`src/design/crsf_ram.sv`:
```
// ----------------------------------------------------------------------------
// crsf_ram
// Generic simple dual-port RAM: one write port and one read port with a
// registered read.
// ----------------------------------------------------------------------------
module crsf_ram #(
    parameter int WIDTH = 8,
    parameter int DEPTH = 16
) (
    input  logic                     aclk,
    input  logic                     wr_en,
    input  logic [$clog2(DEPTH)-1:0] wr_addr,
    input  logic [WIDTH-1:0]         wr_data,
    input  logic                     rd_en,
    input  logic [$clog2(DEPTH)-1:0] rd_addr,
    output logic [WIDTH-1:0]         rd_data
);

    logic [WIDTH-1:0] mem [DEPTH];

    always_ff @(posedge aclk) begin
        if (wr_en) begin
            mem[wr_addr] <= wr_data;
        end
        if (rd_en) begin
            rd_data <= mem[rd_addr];
        end
    end

endmodule

```
`config.mk`:
```
export PLATFORM = sky130hd
export DESIGN_NAME = crsf_ram
export DESIGN_NICKNAME = d
export VERILOG_FILES = /design/src/design/crsf_ram.sv
export SDC_FILE = /design/constraint.sdc
export NUM_CORES = 1
export LEC_CHECK = 0
export ABC_AREA = 1
export BUFFER_PORTS_ARGS = -buffer_cell sky130_fd_sc_hd__buf_2
export CORE_ASPECT_RATIO = 0.7
export CORE_MARGIN = 3
export CORE_UTILIZATION = 55
export DETAILED_ROUTE_END_ITERATION = 10
export PLACE_DENSITY = 0.81
export SYNTH_ARGS = -nofsm -noshare
export SYNTH_HDL_FRONTEND = slang
export SYNTH_SLANG_ARGS = --single-unit
```
`constraint.sdc`:
```
create_clock -name aclk -period 1.45 [get_ports aclk]
set_clock_uncertainty 0.1 [all_clocks]
set_input_delay 0.435 -clock aclk [delete_from_list [all_inputs] [get_ports aclk]]
set_output_delay 0.435 -clock aclk [all_outputs]
set_load 0.005 [all_outputs]
```
==> impl_metrics.env, run 1 <==
export IMPL_multi_input_area_mm2=0.001219
export IMPL_arrival_ns=0.98
export IMPL_numClockSinks=136
export IMPL_crit_path_end_kind="output pin"
export IMPL_post_cts_buffers=0
export IMPL_num_antenna_cells=0
export IMPL_whs_ns=0.2692
export IMPL_crit_type="register to output pin"
export IMPL_fin_ws_ns=-0.06741
export IMPL_drtAntennaViolNets=0
export IMPL_postCtsHoldBufs=0
export IMPL_failed_checks="setup timing"
export IMPL_fp_dieW_um=129.2
export IMPL_cts_resized=0
export IMPL_hold_violations=0
export IMPL_ys_flop_type="edfxtp_1"
export IMPL_cp_cell_sequence="buf_2"
export IMPL_cap_violations=0
export IMPL_status="finished, violations left"
export IMPL_io_buffers=26
export IMPL_antenna_found_initial=0
export IMPL_placed_cells=717
export IMPL_drt_vias_per_instance=5.414
export IMPL_synthCells=551
export IMPL_grt_max_degree=29
export IMPL_die_y_um=92.27
export IMPL_cts_htree_levels=4
export IMPL_fin_cells=749
export IMPL_leakagePower_nw=3.001
export IMPL_cts_buffers=17
export IMPL_fin_area_mm2=0.006873
export IMPL_grt_ovfl_total=0
export IMPL_cpPeakStageDelay_ns=0.41
export IMPL_fmax_mhz=659.0
export IMPL_cp_startpoint="rd_data[2]"
export IMPL_vias=4055
export IMPL_drcViolationCount=0
export IMPL_fin_crit_sh_pct=104.6
export IMPL_slew_limit_headroom_pct=74.27
export IMPL_grt_pass1_wl_mm=20.82
export IMPL_crit_path_start_kind="register"
export IMPL_grtUsageTotal_pct=24.25
export IMPL_crit_buf_inv=1
export IMPL_ys_types=11
export IMPL_synthTopCellsByArea="edfxtp_1 (70%), nand2_1 (11%), nand3_1 (8.3%)"
export IMPL_start_util_pct=58.34
export IMPL_yosys_area_top_type="edfxtp_1"
export IMPL_rows=30
export IMPL_syn_num_nets=570
export IMPL_netlist_area_mm2=0.005847
export IMPL_yosysMostFrequentCell="nand2_1"
export IMPL_grt_pass1_vias=3908
export IMPL_path_clk_slew_ns=0.06
export IMPL_async_reset_ff_share_pct=0
export IMPL_slew_viol_final=0
export IMPL_die_area_mm2=0.01192
export IMPL_drtPass1Iterations=5
export IMPL_final_core_util_pct=68.58
export IMPL_io_pins=27
export IMPL_tns_ns=-0.2072
export IMPL_clock_latency_ns=0.42
export IMPL_tightest_slew_ns=0.3860
export IMPL_min_delay_start="rd_en"
export IMPL_total_power_mw=9.174
export IMPL_core_mm2=0.01002
export IMPL_slowest_stage="edfxtp_1"
export IMPL_place_hpwl_mm=8.940
export IMPL_netlist_top_cells_count="nand2_1 (173), edfxtp_1 (136), inv_1 (100)"
export IMPL_ys_seq_area_share_pct=69.85
export IMPL_rsz0062_at_grt="yes"
export IMPL_synth_warnings=0
export IMPL_drt_initial_drc_count=609
export IMPL_regArea_mm2=0.004084
export IMPL_clk_path_buf_depth=2
export IMPL_cts_root_buffer="clkbuf_16"
export IMPL_required_ns=0.92
export IMPL_yosysTopAreaCellShare_pct=69.85
export IMPL_synth_edf_count=136
export IMPL_area_growth_pct=17.55
export IMPL_synth_seq_cells=136
export IMPL_layout_drive_gt1_share_pct=15.46
export IMPL_fin_crit_ns=1.517
export IMPL_cts_tree="built"
export IMPL_dpl_instance_area_mm2=0.006296
export IMPL_r2r_start="mem[1][7]"
export IMPL_avgSynthCellArea_um2=10.61
export IMPL_crit_family="flip-flops"
export IMPL_hold_class="input pin to register"
export IMPL_powerDensity_mw_per_mm2=1335
export IMPL_finalWeightedCongestion=0.9159
export IMPL_wl_mm=13.26
export IMPL_routedWlPerCell_um=17.70
export IMPL_place_ws_ns=-0.2657
export IMPL_ir_worst_vdd_mv=1.133
export IMPL_nNetsFinal=627
export IMPL_finalSetupViolations=6
export IMPL_num_fill_cells=716
export IMPL_path_max_fanout=1
-- worst paths after layout --
kind / endpoint / slack (ns) / cells past startpoint
max: rd_data[2] / -0.07 / 1
min: rd_data[7] / 0.27 / 1
max reg2reg: rd_data[7] / 0.17 / 6
min reg2reg: rd_data[0] / 0.66 / 6
-- report_power, final --
group | switching, mW | internal [mW]
logic | 0.387 | 0.191
clock network | 1.62 | 2.52
registers | 0.0261 | 4.43
total | 2.03 | 7.14
-- cells in the final DEF, fill, tap and decap left out --
cell type,netlist,final
buf_12,0,4
nand3_1,97,97
inv_1,100,100
clkbuf_16,0,17
inv_2,2,2
inv_6,0,2
nor2_2,0,2
nor2_1,17,15
buf_2,13,26
clkinv_2,0,2
clkinv_4,0,3
nand3b_1,2,2
buf_4,4,32
nand2_1,173,173
clkinv_1,0,2
edfxtp_1,136,136
clkinvlp_4,0,4
bufinv_16,0,2
-- state kept, by name, indices dropped and copies added, names as in the netlist --
signal	flops
rd_data	8
mem	128
-- cells by family (layout without fill, tap and decap cells) --
| logic type | Yosys count | in the layout | share of synthesized area (%) |
|---|---|---|---|
| simple gates | 289 | 289 | 20.76 |
| flops | 136 | 136 | 69.85 |
| buf+inv | 126 | 196 | 9.394 |
-- layout make-up --
type | count | share of cell area, %
clock inverters | 15 | 2.203
flip-flops and latches | 136 | 59.42
multi-input cells | 289 | 17.73
well taps | 128 | 2.330
inverters | 102 | 5.571
clock buffers | 17 | 6.190
repair buffers | 62 | 6.554
-- routing by layer --
metal | vias up | global-route usage [%] | wire [um]
met1 | 1882 | 37.08 | 5810
li1 | 1905 | - | -
met4 | 0 | 8.741 | 202
met3 | 22 | 6.636 | 1634
met5 | - | 0 | 0
met2 | 246 | 33.23 | 5613
No activity file was read; power rests on OpenSTA's default activity.
==> run 2, diff against run 1 <==
--- a/constraint.sdc
+++ b/constraint.sdc
@@ -4,2 +4,2 @@
 set_output_delay 0.435 -clock aclk [all_outputs]
-set_load 0.005 [all_outputs]
+set_load 0.05 [all_outputs]
==> impl_metrics.env, run 2 (synthesized netlist as in run 1, its figures left out) <==
export IMPL_drcViolationCount=0
export IMPL_grt_max_degree=29
export IMPL_final_common_cell="nand2_1"
export IMPL_io_buffers=26
export IMPL_num_antenna_cells=0
export IMPL_cap_violations=0
export IMPL_placed_cells=717
export IMPL_dpl_instance_area_mm2=0.006296
export IMPL_arrival_ns=1.02
export IMPL_finalWeightedCongestion=0.9159
export IMPL_slew_limit_headroom_pct=74.29
export IMPL_antenna_found_initial=0
export IMPL_fin_area_mm2=0.006923
export IMPL_postCtsHoldBufs=0
export IMPL_clk_path_buf_depth=2
export IMPL_crit_buf_inv=1
export IMPL_path_clk_slew_ns=0.06
export IMPL_ir_worst_vdd_mv=1.135
export IMPL_grt_pass1_vias=3914
export IMPL_io_pins=27
export IMPL_layout_drive_gt1_share_pct=15.46
export IMPL_rsz0062_at_grt="yes"
export IMPL_largest_register_ff_count=128
export IMPL_grtUsageTotal_pct=24.31
export IMPL_die_y_um=92.27
export IMPL_failed_checks="setup timing"
export IMPL_crit_path_end_kind="output pin"
export IMPL_vias=4025
export IMPL_cts_htree_levels=4
export IMPL_drtPass1Iterations=5
export IMPL_die_area_mm2=0.01192
export IMPL_num_fill_cells=714
export IMPL_place_hpwl_mm=8.940
export IMPL_clock_latency_ns=0.42
export IMPL_wl_mm=13.32
export IMPL_cpPeakStageDelay_ns=0.42
export IMPL_leakagePower_nw=3.018
export IMPL_powerDensity_mw_per_mm2=1341
export IMPL_path_max_fanout=1
export IMPL_fin_cells=749
export IMPL_core_mm2=0.01002
export IMPL_tightest_slew_ns=0.3857
export IMPL_crit_path_start_kind="register"
export IMPL_fmax_mhz=643.4
export IMPL_fin_ws_ns=-0.1042
export IMPL_rows=30
export IMPL_drt_initial_drc_count=636
export IMPL_fin_crit_ns=1.554
export IMPL_finalSetupViolations=8
export IMPL_fp_dieW_um=129.2
export IMPL_cts_buffers=17
export IMPL_hold_class="input pin to register"
export IMPL_start_util_pct=58.34
export IMPL_place_ws_ns=-0.2657
export IMPL_grt_ovfl_total=0
export IMPL_cts_root_buffer="clkbuf_16"
export IMPL_drt_vias_per_instance=5.374
export IMPL_fin_crit_sh_pct=107.2
export IMPL_status="finished, violations left"
export IMPL_hold_violations=0
export IMPL_required_ns=0.92
export IMPL_area_growth_pct=18.40
export IMPL_crit_type="register to output pin"
export IMPL_top_regs="mem (128), rd_data (8)"
export IMPL_grt_pass1_wl_mm=20.87
export IMPL_routedWlPerCell_um=17.78
export IMPL_crit_family="flip-flops"
export IMPL_cp_cell_sequence="buf_6"
export IMPL_slowest_stage="edfxtp_1"
export IMPL_drtAntennaViolNets=0
export IMPL_numClockSinks=136
export IMPL_top_register="mem"
export IMPL_cts_tree="built"
export IMPL_final_cell_mix="nand2_1 (173), edfxtp_1 (136), inv_1 (100)"
export IMPL_slew_viol_final=0
export IMPL_nNetsFinal=627
[run 2: report_power, final]
group | internal (mW) | total, mW | switching [mW]
logic | 0.213 | 0.663 | 0.450
registers | 4.43 | 4.46 | 0.0306
clock network | 2.52 | 4.16 | 1.63
[run 2: through the flow]
stage | TNS [ns] | hold slack, ns | total power, mW | utilization, %
2_1_floorplan | -2.837 | 0.4339 | 4.910 | -
3_3_place_gp | -6.438 | 0.6467 | 5.153 | 62.82
3_5_place_dp | -8.560 | 0.6358 | 5.170 | 62.82
4_1_cts | -0.6598 | 0.2585 | 9.306 | 69.08
5_1_grt | -0.7830 | 0.2713 | 9.567 | 69.08
6_report | -0.6184 | 0.2669 | 9.281 | 69.08
[run 2: what timing repair did]
item                                   4_1_cts  5_1_grt
setup endpoints to repair                    8        8
resized for setup                           16        0
buffers inserted                             0        0
endpoints found under the hold margin        0        0
[run 2: cell type report]
class	count	area (um2)	share of cell area, %
flip-flops and latches	136	4084	58.99
inverters	102	382.9	5.530
well taps	128	160.2	2.313
repair buffers	62	500.5	7.229
clock buffers	17	425.4	6.145
clock inverters	15	151.4	2.187
multi-input cells	289	1219	17.60
[run 2: path summary, 6_finish.rpt]
check	startpoint	endpoint	slack [ns]	cells past startpoint
worst max-delay path	rd_data[2]	rd_data[2]	-0.10	1
worst max register to register	mem[1][7]	rd_data[7]	0.20	6
worst min-delay path	rd_en	rd_data[7]	0.27	1
worst min register to register	mem[2][0]	rd_data[0]	0.65	6
[run 2: layer usage]
layer,vias up,GRT usage (%),routed length (um)
li1,1904,-,-
met3,20,6.403,1585
met1,1875,37.16,5870
met5,-,0,0
met2,226,33.58,5673
met4,0,8.654,187
==> run 3, diff against run 2 <==
==> constraint.sdc (replaced) <==
create_clock -name aclk -period 1.45 [get_ports aclk]
set_clock_uncertainty 0.1 [all_clocks]
set_input_delay 0.2175 -clock aclk [delete_from_list [all_inputs] [get_ports aclk]]
set_output_delay 0.2175 -clock aclk [all_outputs]
set_load 0.05 [all_outputs]
==> impl_metrics.env, run 3 (synthesized netlist as in run 1, its figures left out) <==
export IMPL_status="finished clean"
export IMPL_largest_register_ff_count=128
export IMPL_drt_vias_per_instance=5.395
export IMPL_crit_type="register to output pin"
export IMPL_numClockSinks=136
export IMPL_fmax_mhz=706.0
export IMPL_io_buffers=26
export IMPL_top_register="mem"
export IMPL_rrSetupSlack_ns=0.19
export IMPL_cpPeakStageDelay_ns=0.40
export IMPL_drcViolationCount=0
export IMPL_leakagePower_nw=2.943
export IMPL_finalWeightedCongestion=0.8317
export IMPL_grt_ovfl_total=0
export IMPL_grtUsageMet1_pct=34.29
export IMPL_area_growth_pct=15.47
export IMPL_cap_violations=0
export IMPL_hold_class="input pin to register"
export IMPL_cts_tree="built"
export IMPL_busiest_layer="met1"
export IMPL_slew_viol_final=0
export IMPL_slew_limit_headroom_pct=58.77
export IMPL_place_hpwl_mm=8.046
export IMPL_path_clk_slew_ns=0.05
export IMPL_crit_path_start_kind="register"
export IMPL_tns_ns=0
export IMPL_rows=30
export IMPL_num_antenna_cells=0
export IMPL_die_area_mm2=0.01192
export IMPL_core_mm2=0.01002
export IMPL_final_common_cell="nand2_1"
export IMPL_die_y_um=92.27
export IMPL_crit_family="flip-flops"
export IMPL_drtAntennaViolNets=0
export IMPL_cp_cell_sequence="buf_2"
export IMPL_met3_usage_pct=4.540
export IMPL_antenna_found_initial=0
export IMPL_cts_htree_levels=4
export IMPL_path_max_fanout=1
export IMPL_fin_crit_ns=1.416
export IMPL_crit_buf_inv=1
export IMPL_use_met2_pct=32.72
export IMPL_nNetsFinal=617
export IMPL_drt_initial_drc_count=529
export IMPL_fin_cells=739
export IMPL_grt_pass1_vias=3826
export IMPL_clock_latency_ns=0.41
export IMPL_clk_path_buf_depth=2
export IMPL_required_ns=1.13
export IMPL_ir_worst_vdd_mv=0.8304
export IMPL_grtUsageTotal_pct=22.62
export IMPL_io_pins=27
export IMPL_start_util_pct=58.34
export IMPL_layout_drive_gt1_share_pct=13.09
export IMPL_placed_cells=707
export IMPL_final_cell_mix="nand2_1 (173), edfxtp_1 (136), inv_1 (100)"
export IMPL_slowest_stage="edfxtp_1"
export IMPL_fin_crit_sh_pct=97.68
export IMPL_cts_resized=0
export IMPL_tightest_slew_ns=0.6176
export IMPL_cts_root_buffer="clkbuf_16"
export IMPL_grt_pass1_wl_mm=20.02
export IMPL_routedWlPerCell_um=17.24
export IMPL_finalSetupViolations=0
export IMPL_hold_violations=0
export IMPL_post_cts_buffers=0
export IMPL_cts_buffers=17
export IMPL_vias=3987
export IMPL_crit_path_end_kind="output pin"
export IMPL_wl_mm=12.74
export IMPL_num_fill_cells=746
export IMPL_postCtsHoldBufs=0
export IMPL_powerDensity_mw_per_mm2=1339
export IMPL_grt_max_degree=65
export IMPL_arrival_ns=1.10
export IMPL_drtPass1Iterations=5
export IMPL_top_regs="mem (128), rd_data (8)"
export IMPL_rsz0062_at_grt="no"
export IMPL_final_core_util_pct=67.37
export IMPL_fin_area_mm2=0.006751
export IMPL_dpl_instance_area_mm2=0.006203
export IMPL_fp_dieW_um=129.2
run 3: through the flow:
step / hold slack (ns) / power, mW / worst slack (ns)
floorplan: 0.2164 / 4.909 / 0.1817
global placement: 0.4879 / 5.109 / -0.02591
detailed placement: 0.4919 / 5.130 / -0.05561
CTS: 0.06362 / 9.071 / 0.04377
global route: 0.07420 / 9.306 / 0.02002
finish: 0.07779 / 9.041 / 0.03363
run 3: path summary, 6_finish.rpt:
path | from | end | depth (start not counted)
hold reg to reg | mem[12][5] | rd_data[5] | 6
hold / removal | rd_en | rd_data[1] | 1
setup / recovery | rd_data[4] | rd_data[4] | 1
setup reg to reg | mem[3][7] | rd_data[7] | 6
run 3: layout make-up:
type / count / area, um2 / share of cell area (%)
flip-flops and latches: 136 / 4084 / 60.49
multi-input cells: 289 / 1214 / 17.98
clock buffers: 22 / 444.2 / 6.579
inverters: 102 / 382.9 / 5.671
repair buffers: 52 / 362.8 / 5.374
well taps: 128 / 160.2 / 2.372
clock inverters: 10 / 103.9 / 1.538
run 3: routing by layer:
metal	up-vias	part of all wire (%)	routed length, um
li1	1878	-	-
met1	1889	44	5634
met2	201	45	5749
met3	19	9.4	1201
met4	0	1.2	151
met5	-	0	0
run 3: report_power, final:
part | switching [mW] | internal (mW)
sequential | 0.0285 | 4.43
clock | 1.48 | 2.50
combinational | 0.431 | 0.169
